### src/hdl/json_hello_version_checker_unit_defines.svh
// Assertion helpers for the RTL
`ifndef JSON_HELLO_VERSION_CHECKER_UNIT_DEFINES_SVH
`define JSON_HELLO_VERSION_CHECKER_UNIT_DEFINES_SVH

// Clocked assertion, masked while reset is asserted
`define JHV_ASSERT(label, prop, msg) \
	label: assert property (@(posedge clk) disable iff (!arst_n) (prop)) else $error(msg);

// Clocked assertion that also holds during reset
`define JHV_ASSERT_ALWAYS(label, prop, msg) \
	label: assert property (@(posedge clk) (prop)) else $error(msg);

`endif

### src/hdl/jhv_pkg.sv
package jhv_pkg;

	// parser phases
	typedef enum logic [4:0] {
		PH_LEAD, PH_KEY, PH_KSTR, PH_KESC, PH_KHEX, PH_COLON, PH_VALSTART,
		PH_VER, PH_AFTER_TOP, PH_TRAIL,
		PH_SVAL, PH_OBJ_FIRST, PH_OBJ_KEY, PH_SCOLON, PH_ARR_FIRST, PH_SAFTER,
		PH_SSTR, PH_SESC, PH_SHEX,
		PH_LTRUE, PH_LFALSE, PH_LNULL,
		PH_NNEG, PH_NZERO, PH_NINT, PH_NDOT, PH_NFRAC, PH_NEXP, PH_NESIGN,
		PH_NEDIG
	} phase_t;

	// parser state without the nesting stack
	typedef struct packed {
		phase_t      phase;
		logic [2:0]  sub;
		logic [3:0]  kmp;
		logic [1:0]  alive;
		logic [63:0] acc;
		logic [1:0]  seen;
		logic [63:0] minv;
		logic [63:0] maxv;
	} pst_t;

	// nesting stack request from one parse pass
	typedef struct packed {
		logic push;
		logic kind;
		logic pop;
	} stk_op_t;

	localparam int KEY_LEN = 10;
	localparam int OUT_W   = 136;

	localparam logic [7:0] CH_SPACE = 8'h20;
	localparam logic [7:0] CH_QUOTE = 8'h22;
	localparam logic [7:0] CH_BSL   = 8'h5C;
	localparam logic [7:0] CH_LBRC  = 8'h7B;
	localparam logic [7:0] CH_RBRC  = 8'h7D;
	localparam logic [7:0] CH_LBRK  = 8'h5B;
	localparam logic [7:0] CH_RBRK  = 8'h5D;
	localparam logic [7:0] CH_COLON = 8'h3A;
	localparam logic [7:0] CH_COMMA = 8'h2C;
	localparam logic [7:0] CH_MINUS = 8'h2D;
	localparam logic [7:0] CH_PLUS  = 8'h2B;
	localparam logic [7:0] CH_DOT   = 8'h2E;
	localparam logic [7:0] CH_ZERO  = 8'h30;
	localparam logic [7:0] CH_QMARK = 8'h3F;

	function automatic logic is_ws(input logic [7:0] c);
		return (c == CH_SPACE) || (c >= 8'h09 && c <= 8'h0D);
	endfunction

	function automatic logic is_digit(input logic [7:0] c);
		return c >= "0" && c <= "9";
	endfunction

	function automatic logic is_hex(input logic [7:0] c);
		return is_digit(c) || (c >= "a" && c <= "f") || (c >= "A" && c <= "F");
	endfunction

	function automatic logic is_esc(input logic [7:0] c);
		return c == CH_QUOTE || c == CH_BSL || c == "/" || c == "b" || c == "f" ||
			c == "n" || c == "r" || c == "t";
	endfunction

	// letters of minVersion / maxVersion
	function automatic logic [7:0] key_char(input logic [3:0] idx, input logic is_max);
		logic [7:0] ch;
		unique case (idx)
			4'd0: ch = "m";
			4'd1: ch = is_max ? "a" : "i";
			4'd2: ch = is_max ? "x" : "n";
			4'd3: ch = "V";
			4'd4: ch = "e";
			4'd5: ch = "r";
			4'd6: ch = "s";
			4'd7: ch = "i";
			4'd8: ch = "o";
			4'd9: ch = "n";
			default: ch = 8'h00;
		endcase
		return ch;
	endfunction

	// letters of true / false / null
	function automatic logic [7:0] lit_char(input logic [1:0] k, input logic [2:0] idx);
		logic [7:0] ch;
		ch = 8'h00;
		unique case (k)
			2'd0: begin
				unique case (idx)
					3'd0: ch = "t"; 3'd1: ch = "r"; 3'd2: ch = "u"; 3'd3: ch = "e";
					default: ch = 8'h00;
				endcase
			end
			2'd1: begin
				unique case (idx)
					3'd0: ch = "f"; 3'd1: ch = "a"; 3'd2: ch = "l"; 3'd3: ch = "s";
					3'd4: ch = "e";
					default: ch = 8'h00;
				endcase
			end
			2'd2: begin
				unique case (idx)
					3'd0: ch = "n"; 3'd1: ch = "u"; 3'd2: ch = "l"; 3'd3: ch = "l";
					default: ch = 8'h00;
				endcase
			end
			default: ch = 8'h00;
		endcase
		return ch;
	endfunction

	function automatic logic [2:0] lit_len(input logic [1:0] k);
		return (k == 2'd1) ? 3'd5 : 3'd4;
	endfunction

endpackage

### src/hdl/jhv_step.sv
module jhv_step (
	input  jhv_pkg::pst_t    cur,
	input  logic [7:0]       c,
	input  logic             lvl_zero,
	input  logic             lvl_one,
	input  logic             lvl_full,
	input  logic             top_kind,
	output jhv_pkg::pst_t    nxt,
	output logic             consumed,
	output logic             fail,
	output jhv_pkg::stk_op_t op
);
	import jhv_pkg::*;

	logic [7:0]  ka_c;
	logic [3:0]  ka_kmp;
	logic [1:0]  ka_alive;
	logic [1:0]  lk;
	logic [3:0]  dig;
	logic [67:0] acc10;
	phase_t      vdone;
	phase_t      pdone;

	// key letter accumulation, '?' stands in for a \u escape
	always_comb begin
		ka_c     = (cur.phase == PH_KHEX) ? CH_QMARK : c;
		ka_kmp   = 4'd11;
		ka_alive = 2'b00;
		if (cur.kmp < 4'(KEY_LEN)) begin
			ka_alive = cur.alive;
			if (ka_c != key_char(cur.kmp, 1'b0)) ka_alive[0] = 1'b0;
			if (ka_c != key_char(cur.kmp, 1'b1)) ka_alive[1] = 1'b0;
			ka_kmp = cur.kmp + 4'd1;
		end
	end

	// decimal accumulate: acc * 10 + digit, overflow shows in the top bits
	assign dig   = c[3:0] - CH_ZERO[3:0];
	assign acc10 = ({4'b0, cur.acc} << 3) + ({4'b0, cur.acc} << 1) + 68'(dig);

	assign lk    = (cur.phase == PH_LTRUE) ? 2'd0 : (cur.phase == PH_LFALSE) ? 2'd1 : 2'd2;
	assign vdone = lvl_zero ? PH_AFTER_TOP : PH_SAFTER;
	assign pdone = (lvl_zero || lvl_one) ? PH_AFTER_TOP : PH_SAFTER;

	// one pass over the byte
	always_comb begin
		nxt      = cur;
		consumed = 1'b1;
		fail     = 1'b0;
		op       = '0;
		unique case (cur.phase)
			PH_LEAD: begin
				if (is_ws(c)) ;
				else if (c == CH_LBRC) nxt.phase = PH_KEY;
				else fail = 1'b1;
			end
			PH_KEY: begin
				if (is_ws(c)) ;
				else if (c == CH_QUOTE) begin
					nxt.phase = PH_KSTR;
					nxt.kmp   = 4'd0;
					nxt.alive = 2'b11;
				end else fail = 1'b1;
			end
			PH_KSTR: begin
				if (c == CH_QUOTE) begin
					if (cur.kmp != 4'(KEY_LEN)) nxt.alive = 2'b00;
					nxt.phase = PH_COLON;
				end else if (c < CH_SPACE) fail = 1'b1;
				else if (c == CH_BSL) nxt.phase = PH_KESC;
				else begin
					nxt.kmp   = ka_kmp;
					nxt.alive = ka_alive;
				end
			end
			PH_KESC: begin
				if (c == "u") begin
					nxt.phase = PH_KHEX;
					nxt.sub   = 3'd0;
				end else if (is_esc(c)) begin
					nxt.kmp   = ka_kmp;
					nxt.alive = ka_alive;
					nxt.phase = PH_KSTR;
				end else fail = 1'b1;
			end
			PH_KHEX: begin
				if (!is_hex(c)) fail = 1'b1;
				else if (cur.sub >= 3'd3) begin
					nxt.sub   = 3'd0;
					nxt.kmp   = ka_kmp;
					nxt.alive = ka_alive;
					nxt.phase = PH_KSTR;
				end else nxt.sub = cur.sub + 3'd1;
			end
			PH_COLON: begin
				if (is_ws(c)) ;
				else if (c == CH_COLON) nxt.phase = PH_VALSTART;
				else fail = 1'b1;
			end
			PH_VALSTART: begin
				if (is_ws(c)) ;
				else if (cur.alive != 2'b00) begin
					if (!is_digit(c)) fail = 1'b1;
					else begin
						nxt.acc   = 64'(dig);
						nxt.phase = PH_VER;
					end
				end else begin
					nxt.phase = PH_SVAL;
					consumed  = 1'b0;
				end
			end
			PH_VER: begin
				if (is_digit(c)) begin
					if (|acc10[67:64]) fail = 1'b1;
					else nxt.acc = acc10[63:0];
				end else if ((cur.seen & cur.alive) != 2'b00) fail = 1'b1;
				else begin
					if (cur.alive == 2'b01) nxt.minv = cur.acc;
					else nxt.maxv = cur.acc;
					nxt.seen  = cur.seen | cur.alive;
					nxt.phase = PH_AFTER_TOP;
					consumed  = 1'b0;
				end
			end
			PH_AFTER_TOP: begin
				if (is_ws(c)) ;
				else if (c == CH_RBRC) nxt.phase = PH_TRAIL;
				else if (c == CH_COMMA) nxt.phase = PH_KEY;
				else fail = 1'b1;
			end
			PH_TRAIL: begin
				if (!is_ws(c)) fail = 1'b1;
			end
			PH_SVAL: begin
				if (is_ws(c)) ;
				else if (lvl_full) fail = 1'b1;
				else if (c == CH_QUOTE) begin
					nxt.phase = PH_SSTR;
					nxt.sub   = 3'd0;
				end else if (c == CH_LBRC || c == CH_LBRK) begin
					op.push   = 1'b1;
					op.kind   = (c == CH_LBRC);
					nxt.phase = (c == CH_LBRC) ? PH_OBJ_FIRST : PH_ARR_FIRST;
				end else if (c == "t") begin
					nxt.phase = PH_LTRUE;
					nxt.sub   = 3'd1;
				end else if (c == "f") begin
					nxt.phase = PH_LFALSE;
					nxt.sub   = 3'd1;
				end else if (c == "n") begin
					nxt.phase = PH_LNULL;
					nxt.sub   = 3'd1;
				end else if (c == CH_MINUS) nxt.phase = PH_NNEG;
				else if (c == CH_ZERO) nxt.phase = PH_NZERO;
				else if (is_digit(c)) nxt.phase = PH_NINT;
				else fail = 1'b1;
			end
			PH_OBJ_FIRST, PH_OBJ_KEY: begin
				if (is_ws(c)) ;
				else if (c == CH_RBRC && cur.phase == PH_OBJ_FIRST) begin
					op.pop    = 1'b1;
					nxt.phase = pdone;
				end else if (c == CH_QUOTE) begin
					nxt.phase = PH_SSTR;
					nxt.sub   = 3'd4;
				end else fail = 1'b1;
			end
			PH_SCOLON: begin
				if (is_ws(c)) ;
				else if (c == CH_COLON) nxt.phase = PH_SVAL;
				else fail = 1'b1;
			end
			PH_ARR_FIRST: begin
				if (is_ws(c)) ;
				else if (c == CH_RBRK) begin
					op.pop    = 1'b1;
					nxt.phase = pdone;
				end else begin
					nxt.phase = PH_SVAL;
					consumed  = 1'b0;
				end
			end
			PH_SAFTER: begin
				if (is_ws(c)) ;
				else if (lvl_zero) fail = 1'b1;
				else if (c == CH_COMMA) nxt.phase = top_kind ? PH_OBJ_KEY : PH_SVAL;
				else if ((top_kind && c == CH_RBRC) || (!top_kind && c == CH_RBRK)) begin
					op.pop    = 1'b1;
					nxt.phase = pdone;
				end else fail = 1'b1;
			end
			PH_SSTR: begin
				if (c == CH_QUOTE) nxt.phase = cur.sub[2] ? PH_SCOLON : vdone;
				else if (c < CH_SPACE) fail = 1'b1;
				else if (c == CH_BSL) nxt.phase = PH_SESC;
			end
			PH_SESC: begin
				if (c == "u") begin
					nxt.phase = PH_SHEX;
					nxt.sub   = {cur.sub[2], 2'b00};
				end else if (is_esc(c)) nxt.phase = PH_SSTR;
				else fail = 1'b1;
			end
			PH_SHEX: begin
				if (!is_hex(c)) fail = 1'b1;
				else if (cur.sub[1:0] == 2'b11) begin
					nxt.sub   = {cur.sub[2], 2'b00};
					nxt.phase = PH_SSTR;
				end else nxt.sub = cur.sub + 3'd1;
			end
			PH_LTRUE, PH_LFALSE, PH_LNULL: begin
				if (cur.sub >= lit_len(lk)) fail = 1'b1;
				else if (c != lit_char(lk, cur.sub)) fail = 1'b1;
				else begin
					nxt.sub = cur.sub + 3'd1;
					if (cur.sub + 3'd1 == lit_len(lk)) nxt.phase = vdone;
				end
			end
			PH_NNEG: begin
				if (c == CH_ZERO) nxt.phase = PH_NZERO;
				else if (is_digit(c)) nxt.phase = PH_NINT;
				else fail = 1'b1;
			end
			PH_NZERO, PH_NINT, PH_NFRAC: begin
				if (is_digit(c) && cur.phase != PH_NZERO) ;
				else if (c == CH_DOT && cur.phase != PH_NFRAC) nxt.phase = PH_NDOT;
				else if (c == "e" || c == "E") nxt.phase = PH_NEXP;
				else begin
					nxt.phase = vdone;
					consumed  = 1'b0;
				end
			end
			PH_NDOT: begin
				if (is_digit(c)) nxt.phase = PH_NFRAC;
				else fail = 1'b1;
			end
			PH_NEXP: begin
				if (c == CH_PLUS || c == CH_MINUS) nxt.phase = PH_NESIGN;
				else if (is_digit(c)) nxt.phase = PH_NEDIG;
				else fail = 1'b1;
			end
			PH_NESIGN: begin
				if (is_digit(c)) nxt.phase = PH_NEDIG;
				else fail = 1'b1;
			end
			PH_NEDIG: begin
				if (is_digit(c)) ;
				else begin
					nxt.phase = vdone;
					consumed  = 1'b0;
				end
			end
			default: fail = 1'b1;
		endcase
	end

endmodule

### src/hdl/json_hello_version_checker_unit.sv
// Streaming checker for a JSON hello message carrying minVersion/maxVersion.
// Input channel s_*: one message byte per word, s_tlast on the final byte.
// Output channel m_*: one word per message, produced for the word with
// s_tlast set: accept flag plus both decoded 64-bit versions (zero when
// the message is rejected).
// Throughput: one byte per cycle while s_tready is high. Each byte is parsed by up to two chained
// passes of the same next-state logic in the cycle it is accepted.
// Latency: the result word is valid the cycle after the last byte is taken.
// s_tready is low only while a result word is held and m_tready is low; the
// output register lets a new byte in the same cycle the held word leaves.
// Reset clears the parser to "expect whitespace or '{'" and drops any
// pending result word. After each message the parser returns to that state.
// The nesting stack is a row of MAX_DEPTH flops, one per level.
module json_hello_version_checker_unit #(
	parameter int MAX_DEPTH = 16
) (
	input  logic                       clk,
	input  logic                       arst_n,
	input  logic                       s_tvalid,
	output logic                       s_tready,
	input  logic [7:0]                 s_tdata,   // [7:0] data_byte
	input  logic                       s_tlast,   // last_byte
	output logic                       m_tvalid,
	input  logic                       m_tready,
	output logic [jhv_pkg::OUT_W-1:0]  m_tdata    // [0] accepted, [64:1] lowest version,
	                                              // [128:65] highest version, rest zero
);
	import jhv_pkg::*;

	`include "json_hello_version_checker_unit_defines.svh"

	localparam int LVL_W = $clog2(MAX_DEPTH + 1);
	localparam int IDX_W = (MAX_DEPTH > 1) ? $clog2(MAX_DEPTH) : 1;

	pst_t                 st_q;
	logic                 failed_q;
	logic [LVL_W-1:0]     lvl_q;
	logic [MAX_DEPTH-1:0] stk_q;
	logic                 m_tvalid_q;
	logic [OUT_W-1:0]     m_tdata_q;

	logic             s_fire;
	logic             lvl_zero, lvl_one, lvl_full, top_kind;
	logic [LVL_W-1:0] lvl_m1;
	pst_t             n1, n2, nsel;
	logic             c1, c2, f1, f2, fsel;
	stk_op_t          op1, op2, osel;
	logic             fail_new, ok;

	assign s_fire   = s_tvalid && s_tready;
	assign s_tready = !m_tvalid_q || m_tready;
	assign m_tvalid = m_tvalid_q;
	assign m_tdata  = m_tdata_q;

	// nesting level decode
	assign lvl_zero = (lvl_q == '0);
	assign lvl_one  = (lvl_q == LVL_W'(1));
	assign lvl_full = (lvl_q == LVL_W'(MAX_DEPTH));
	assign lvl_m1   = lvl_q - LVL_W'(1);
	assign top_kind = lvl_zero ? 1'b0 : stk_q[lvl_m1[IDX_W-1:0]];

	// first pass, and a second one for a byte the first pass hands on
	jhv_step u_pass1 (
		.cur(st_q), .c(s_tdata), .lvl_zero(lvl_zero), .lvl_one(lvl_one),
		.lvl_full(lvl_full), .top_kind(top_kind),
		.nxt(n1), .consumed(c1), .fail(f1), .op(op1)
	);

	jhv_step u_pass2 (
		.cur(n1), .c(s_tdata), .lvl_zero(lvl_zero), .lvl_one(lvl_one),
		.lvl_full(lvl_full), .top_kind(top_kind),
		.nxt(n2), .consumed(c2), .fail(f2), .op(op2)
	);

	assign nsel     = c1 ? n1 : n2;
	assign fsel     = c1 ? f1 : (f2 || !c2);
	assign osel     = c1 ? op1 : op2;
	assign fail_new = failed_q || fsel;
	assign ok       = !fail_new && nsel.phase == PH_TRAIL && nsel.seen == 2'b11 &&
		nsel.minv <= nsel.maxv;

	// parser state
	always_ff @(posedge clk or negedge arst_n) begin
		if (!arst_n) begin
			st_q       <= '{phase: PH_LEAD, alive: 2'b11, default: '0};
			failed_q   <= 1'b0;
			lvl_q      <= '0;
			stk_q      <= '0;
		end else if (s_fire) begin
			if (s_tlast) begin
				st_q     <= '{phase: PH_LEAD, alive: 2'b11, default: '0};
				failed_q <= 1'b0;
				lvl_q    <= '0;
				stk_q    <= '0;
			end else if (!failed_q) begin
				st_q     <= nsel;
				failed_q <= fsel;
				if (!fsel && osel.push) begin
					stk_q[lvl_q[IDX_W-1:0]] <= osel.kind;
					lvl_q                   <= lvl_q + LVL_W'(1);
				end else if (!fsel && osel.pop && !lvl_zero) begin
					lvl_q <= lvl_m1;
				end
			end
		end
	end

	// result word register
	always_ff @(posedge clk or negedge arst_n) begin
		if (!arst_n) begin
			m_tvalid_q <= 1'b0;
		end else if (s_fire && s_tlast) begin
			m_tvalid_q <= 1'b1;
		end else if (m_tready) begin
			m_tvalid_q <= 1'b0;
		end
	end

	always_ff @(posedge clk) begin
		if (s_fire && s_tlast) begin
			m_tdata_q <= {7'b0, ok ? nsel.maxv : 64'd0, ok ? nsel.minv : 64'd0, ok};
		end
	end

	`JHV_ASSERT(a_rise_after_last, $rose(m_tvalid) |-> $past(s_tvalid && s_tready && s_tlast), "result word without a last byte")
	`JHV_ASSERT(a_range_ok, (m_tvalid && m_tdata[0]) |-> (m_tdata[64:1] <= m_tdata[128:65]), "accepted with min above max")
	`JHV_ASSERT(a_reject_zero, (m_tvalid && !m_tdata[0]) |-> (m_tdata[128:1] == '0), "rejected word carries versions")
	`JHV_ASSERT(a_depth, lvl_q <= LVL_W'(MAX_DEPTH), "nesting level beyond limit")

endmodule

### config.mk
export PLATFORM = sky130hd
export DESIGN_NAME = json_hello_version_checker_unit
export DESIGN_NICKNAME = d
export VERILOG_FILES = /design/src/hdl/jhv_pkg.sv /design/src/hdl/jhv_step.sv /design/src/hdl/json_hello_version_checker_unit.sv
export VERILOG_INCLUDE_DIRS = /design/src /design/src/hdl
export SDC_FILE = /design/constraint.sdc
export NUM_CORES = 2
export LEC_CHECK = 0
export ABC_AREA = 1
export BUFFER_PORTS_ARGS = -buffer_cell sky130_fd_sc_hd__buf_4
export CORE_ASPECT_RATIO = 1.25
export CORE_MARGIN = 2
export CORE_UTILIZATION = 30
export CTS_BUF_LIST = sky130_fd_sc_hd__clkbuf_16
export DETAILED_ROUTE_END_ITERATION = 6
export PLACE_DENSITY = 0.55
export REMOVE_ABC_BUFFERS = 1
export SKIP_LAST_GASP = 1
export SYNTH_ARGS = -nofsm -noshare
export SYNTH_HDL_FRONTEND = slang
export SYNTH_SLANG_ARGS = --single-unit
### constraint.sdc
create_clock -name clk -period 7.3 [get_ports clk]
set_input_delay 0.73 -clock clk [delete_from_list [all_inputs] [get_ports clk]]
set_output_delay 0.73 -clock clk [all_outputs]
set_load 0.02 [all_outputs]
Yosys cells after proc, flatten, opt, wreduce, memory -nomap -nowiden
Memories as Yosys holds them, arrays and structs flattened.
Cells that the tools add are included.
W data, S select, Z words.
{ "totals": {"reg_bits": 360, "romBits": 448, "in_bits": 13, "out_inout_bits": 138, "elab_cells": 571, "memories": 4} }
{ "mem_list": {"columns": ["memory", "words", "word_bits", "rd", "rd_ports_with_merged_regs", "wr", "line_no", "rtl"], "rows": [
  ["(name not given)", 16, 7, 1, 0, 0, "jhv_pkg.sv:71", "unique case (idx)"],
  ["(name not given)", 16, 7, 1, 0, 0, "jhv_pkg.sv:71", null],
  ["(name not given)", 16, 7, 1, 0, 0, "jhv_pkg.sv:71", null],
  ["(name not given)", 16, 7, 1, 0, 0, "jhv_pkg.sv:71", null]
]} }
{ "op_classes": {"add_sub_neg": 10, "order_cmp": 19, "n_eq_ne": 115, "muxes": 321, "bitwise_logic": 4, "reduce_logical": 84} }
{ "ops": {"columns": ["cell", "n"], "rows": [
  ["$mux W64", 14],
  ["$mux W130", 6],
  ["$mux W208", 3],
  ["$mux W5", 97],
  ["$pmux W64 S2", 2],
  ["$mux W8", 30],
  ["$pmux W5 S24", 2],
  ["$eq A5 B5 Y1 const B", 29],
  ["$add A67 B65 Y68", 2],
  ["$add A68 B4 Y68", 2],
  ["$eq A8 B7 Y1 const B", 13],
  ["$eq A5 B4 Y1 const B", 17],
  ["$mux W1", 85],
  ["$mux W6", 14],
  ["$eq A8 B6 Y1 const B", 9],
  ["$pmux W7 S5", 2],
  ["$le A64 B64 Y1", 1],
  ["$mux W3", 20],
  ["$pmux W7 S4", 2],
  ["$mux W16", 3],
  ["$ne A8 B8 Y1", 6],
  ["$pmux W6 S4", 2],
  ["$pmux W8 S3", 2],
  ["$pmux W3 S7", 2],
  ["54 further kinds", 188]
]} }

Logic depth before layout (Yosys ltp)
{ "logic_depth": {"word_depth": 34, "mapped_depth": 36, "depth_no_buf": 32} }

Hierarchy
From an unflattened synthesis, not the netlist that was laid out.
{ "unflattened": {"hier_cells": 6653, "hier_area_um2": 43493.0} }
{ "modules_own_cells": {"columns": ["mod", "n_inst", "cells_per_inst", "area_per_inst_um2", "seq_area_each_um2"], "rows": [
  ["json_hello_version_checker_unit", 1, 1824, 17616.9, 9656.8],
  ["jhv_step (u_pass2)", 1, 2439, 13032.5, 0.0],
  ["jhv_step (u_pass1)", 1, 2390, 12843.6, 0.0]
]} }

Worst setup path after synthesis
No wires, ideal clock.
{ "synth_path": {"kind": "in2reg", "start": "input m_tready", "end": "register st_q[64] (netlist bit)", "setup_ns": 0.141, "arrival_ns": 8.513, "required_ns": 7.159, "setup_slack_ns": -1.354, "stages": 9, "n_path_buf": 2, "path_cell_list": "inv_1 -> nand2_1 -> nand2_1 -> nor2_1 -> nor2_1 -> inv_1 -> clkbuf_1 -> clkbuf_1 -> o22ai_1"} }
{ "synth_via": {"elab_chain_cells": 3} }
{ "synth_rtl": {"columns": ["item", "line_no", "rtl"], "rows": [
  ["start: declaration", "json_hello_version_checker_unit.sv:24", "input logic m_tready,"],
  ["$logic_or A1 B1 Y1", "json_hello_version_checker_unit.sv:51", "assign s_tready = !m_tvalid_q || m_tready;"],
  ["via s_tready", "json_hello_version_checker_unit.sv:20", "output logic s_tready,"],
  ["$logic_and A1 B1 Y1", "json_hello_version_checker_unit.sv:50", "assign s_fire = s_tvalid && s_tready;"],
  ["$reduce_and A2 Y1 (no source line)", null, null],
  ["end signal: assignment", "json_hello_version_checker_unit.sv:96", "st_q <= nsel;"],
  ["end: declaration", "json_hello_version_checker_unit.sv:35", "pst_t st_q;"]
]} }
The timed path passes the listed nets, and every way through them passes these cells.
A chain may end at the register's enable or synchronous reset.

Worst setup path in the final report
{ "layout_path": {"start": "register st_q[206] (netlist bit)", "end": "register m_tdata_q[126], in the netlist m_tdata[126], data pin"} }
{ "layout_via": {"elab_chain_cells": 29, "word_cells_on_any_way": 307, "classes_between": "add/sub (3); order compare (4); eq/ne (80); mux (178); bitwise (2); reduce/logical (40)"} }
{ "layout_rtl": {"columns": ["item", "line_no", "rtl"], "rows": [
  ["parallel branches: the longest is 29 deep, another holds $pmux W5 S24", null, null],
  ["end signal: assignment", "json_hello_version_checker_unit.sv:121", "m_tdata_q <= {7'b0, ok ? nsel.maxv : 64'd0, ok ? nsel.minv : 64'd0, ok};"],
  ["end: declaration", "json_hello_version_checker_unit.sv:40", "logic [OUT_W-1:0] m_tdata_q;"]
]} }
Parallel ways; which one is timed is not known. The select of a mux whose other input is x is not followed.

==> flow_summary.json <==
{
  "nets": 4125,
  "drive_above_1_share": 0.1174,
  "post_dp_cell_area_um2": 30180,
  "htreeDepth": 2,
  "wl_um": 99320,
  "setup_viol": 0,
  "synthCells": 3833,
  "avgSynthCellArea_um2": 7.286,
  "finalNonFillerCells": 5142,
  "worst_slew_pin_slew_ps": 1106,
  "slew_headroom": 0.2623,
  "rows": 125,
  "die_w_um": 276.9,
  "reg2reg_depth": 24,
  "critPathArrivalTime_ps": 7290,
  "drv_slew": 0,
  "cp.required_ps": 7730,
  "crit_end": "m_tdata[126]",
  "cts.sinks": 360,
  "cts_buffers": 42,
  "insertedDiodeCount": 0,
  "max_freq_mhz": 145.8,
  "p_leak_uw": 0.01544,
  "worstSkewPairLatency_ps": 600,
  "layout_min_cycle_time_ps": 6859,
  "cp_max_fo": 56,
  "postCtsSetupBuffers": 0,
  "finClkSkew_ps": 32.36,
  "fin_tns_setup_ps": 0,
  "clockBufferDepth": 3,
  "path_clk_slew_ps": 60,
  "gp_congestion": 1.004,
  "hold_path.class": "input port to asynchronous set/reset pin",
  "final_area_um2": 31570,
  "vdd_drop_max_mv": 0.1302,
  "slowest_stage": "nor4b_1",
  "grt_max_degree": 132,
  "rr_endpoint": "m_tdata[126]",
  "initial_core_util": 0.3016,
  "wl_per_cell_um": 19.32,
  "ys_warn_count": 0,
  "area_growth_syn_to_layout_pct": 13.03,
  "reg2reg_from": "st_q[206]",
  "cp-startpoint": "st_q[206]",
  "synth-seq-cells": 360,
  "remaining_drc_errors": 0,
  "ys_seq_area_frac": 0.3458,
  "drv_cap": 0,
  "num_vias": 26750,
  "grt_pass1_vias": 26260,
  "rrSetupSlack_ps": 440,
  "drtIter0Drc": 1955,
  "cts_tree": "done",
  "vias_per_cell": 5.203,
  "fin_crit_sh": 0.9396,
  "postCtsHoldBufs": 0,
  "synth_edf_count": 129,
  "synth_area_um2": 27930,
  "grt_pass1_wl_um": 153400,
  "finalHoldViolCount": 0,
  "path_cells": "buf_4, inv_2, nand2_2, nor2_4, nand3_1, nor2_4, buf_4, buf_12, o21ai_0, ha_1, nand2_1, nor3_1, nand2_1, nor4b_1, buf_4, nand4_1, a21oi_1, nand3_1, nor2_1, nand2_1, a21oi_1, nand2_8, buf_12, nor2_1",
  "cp_slowest_stage_delay_ps": 780,
  "rsz0062_at_grt": "false",
  "port_buffers": 143,
  "dr.pass1.iters": 6,
  "synthArstFlopShare": 0.6417,
  "track_usage": 0.2025,
  "status": "finished, final reports clean",
  "antenna_left": 0,
  "placed_cells": 5064,
  "critPathCaptureType": "flop",
  "antenna_found_initial": 0,
  "ctsResizeCount": 0,
  "io_pins": 151,
  "place_hpwl_um": 72610,
  "core_um2": 92590,
  "holdWs_ps": 160.3,
  "powerDensity_nw_per_um2": 155.3,
  "yosys_most_used_dff": "dfrtp_1",
  "overflow": 0,
  "start_kind": "flop",
  "cts-root-buf": "clkbuf_16",
  "synth_cell_types": 66,
  "dieArea_um2": 95560,
  "crit_type": "flop to flop",
  "dieHeight_um": 345.1
}
-- Yosys cell counts (6+ instances only) --
cell type	instances	share of area
o21ai_0	376	0.067
buf_8	9	0.0048
a211oi_1	10	0.0027
a21oi_1	174	0.031
xnor2_1	21	0.0066
o22ai_1	93	0.021
nor2_2	115	0.026
nor2_1	303	0.041
clkbuf_1	110	0.015
nor2_4	9	0.0036
nand3_1	214	0.038
buf_2	25	0.0045
o21ai_1	12	0.0022
o311ai_0	11	0.0034
nand2_1	917	0.12
inv_1	413	0.056
o21a_1	19	0.0051
ha_1	208	0.093
buf_4	13	0.0035
a31oi_1	43	0.0096
o221ai_1	13	0.0041
o21bai_1	7	0.0019
nor3_1	37	0.0066
a22oi_1	26	0.0070
buf_6	7	0.0028
nand2_2	10	0.0022
clkinv_1	7	0.00094
buf_1	9	0.0012
inv_2	38	0.0051
nor4_1	6	0.0013
o211ai_1	60	0.016
o32ai_1	9	0.0028
nand4_1	41	0.0092
dfrtp_1	229	0.21
edfxtp_1	129	0.14
xor2_1	48	0.015
-- cell type report --
| cell class | count | area [um^2] |
|---|---|---|
| repair buffers | 192 | 1524 |
| multi-input cells | 2847 | 15760 |
| fillers | 10100 | 61020 |
| well taps | 1206 | 1509 |
| inverters | 459 | 1730 |
| flip-flops and latches | 360 | 9657 |
| clock inverters | 35 | 309.0 |
| clock buffers | 43 | 1076 |
-- per-stage QoR --
| step | total power, uW | utilization | setup slack [ps] |
|---|---|---|---|
| floorplan | 2506 | - | -7305 |
| global placement | 2765 | 0.3260 | 120.9 |
| detailed placement | 2765 | 0.3260 | 102.2 |
| CTS | 4976 | 0.3409 | 439.2 |
| global route | 5092 | 0.3409 | 179.7 |
| finish | 4902 | 0.3409 | 440.9 |
-- flip-flops by register name, indices dropped and copies added (netlist names) --
register,cells
failed_q,1
lvl_q,5
m_tdata,129
m_tvalid,1
st_q,208
stk_q,16
-- worst min-delay path by stage --
stage / to / depth (start not counted)
detailed placement: stk_q[12] / 2
global placement: stk_q[4] / 2
global route: stk_q[10] / 1
CTS: stk_q[10] / 1
finish: stk_q[10] / 1
floorplan: failed_q / 0
-- logic make-up (layout without fill, tap and decap cells) --
kind of cell / count (synthesis) / count (layout) / synth area share
other: 1 / 7 / 0.0001343
adder cells (fa/ha/maj): 210 / 210 / 0.09463
AND/OR/NAND/NOR: 1673 / 1673 / 0.2592
AO/OA/AOI/OAI: 888 / 888 / 0.1851
buffers and inverters: 632 / 729 / 0.09342
flip-flops: 360 / 360 / 0.3458
XOR/XNOR: 69 / 69 / 0.02164
-- placed cells by master, fill, tap and decap left out, drive strengths merged, types with 4 or more instances in the layout --
cell type / count
nor3: 38
nand3: 220
a21oi: 176
o221a: 4
a31oi: 43
conb: 7
nand2: 931
nor4: 8
ha: 208
xnor2: 21
a21boi: 5
o311ai: 11
o221ai: 13
a21o: 4
inv: 462
a22oi: 26
o211ai: 60
buf: 192
o21a: 19
clkbuf: 43
o31ai: 4
o32ai: 9
o21bai: 7
o21ai: 388
nand4: 41
dfrtp: 229
edfxtp: 129
xor2: 48
bufinv: 4
o22ai: 93
a211oi: 10
nor2: 428
clkinv: 26
a221oi: 4
-- metal layers --
metal	wire, um	global-route usage	vias up
li1	-	-	13080
met1	41940	0.2517	12720
met2	49150	0.3590	755
met3	4462	0.02117	198
met4	3776	0.07686	0
met5	0	0	-
-- worst max-delay path, delay by kind of cell (launching register included) --
family / cells / cell delay [ps]
flops: 1 / 370
simple gates: 14 / 3550
buf+inv: 6 / 1580
compound gates: 3 / 770
fa+ha+maj: 1 / 360
-- report_power, final --
part	leakage [uW]	total, uW	internal, uW	switching [uW]
clock network	0.000697	2180	1230	951
registers	0.00446	2170	2130	42.6
logic	0.0103	554	135	418
No activity file was read; power rests on OpenSTA's default activity.
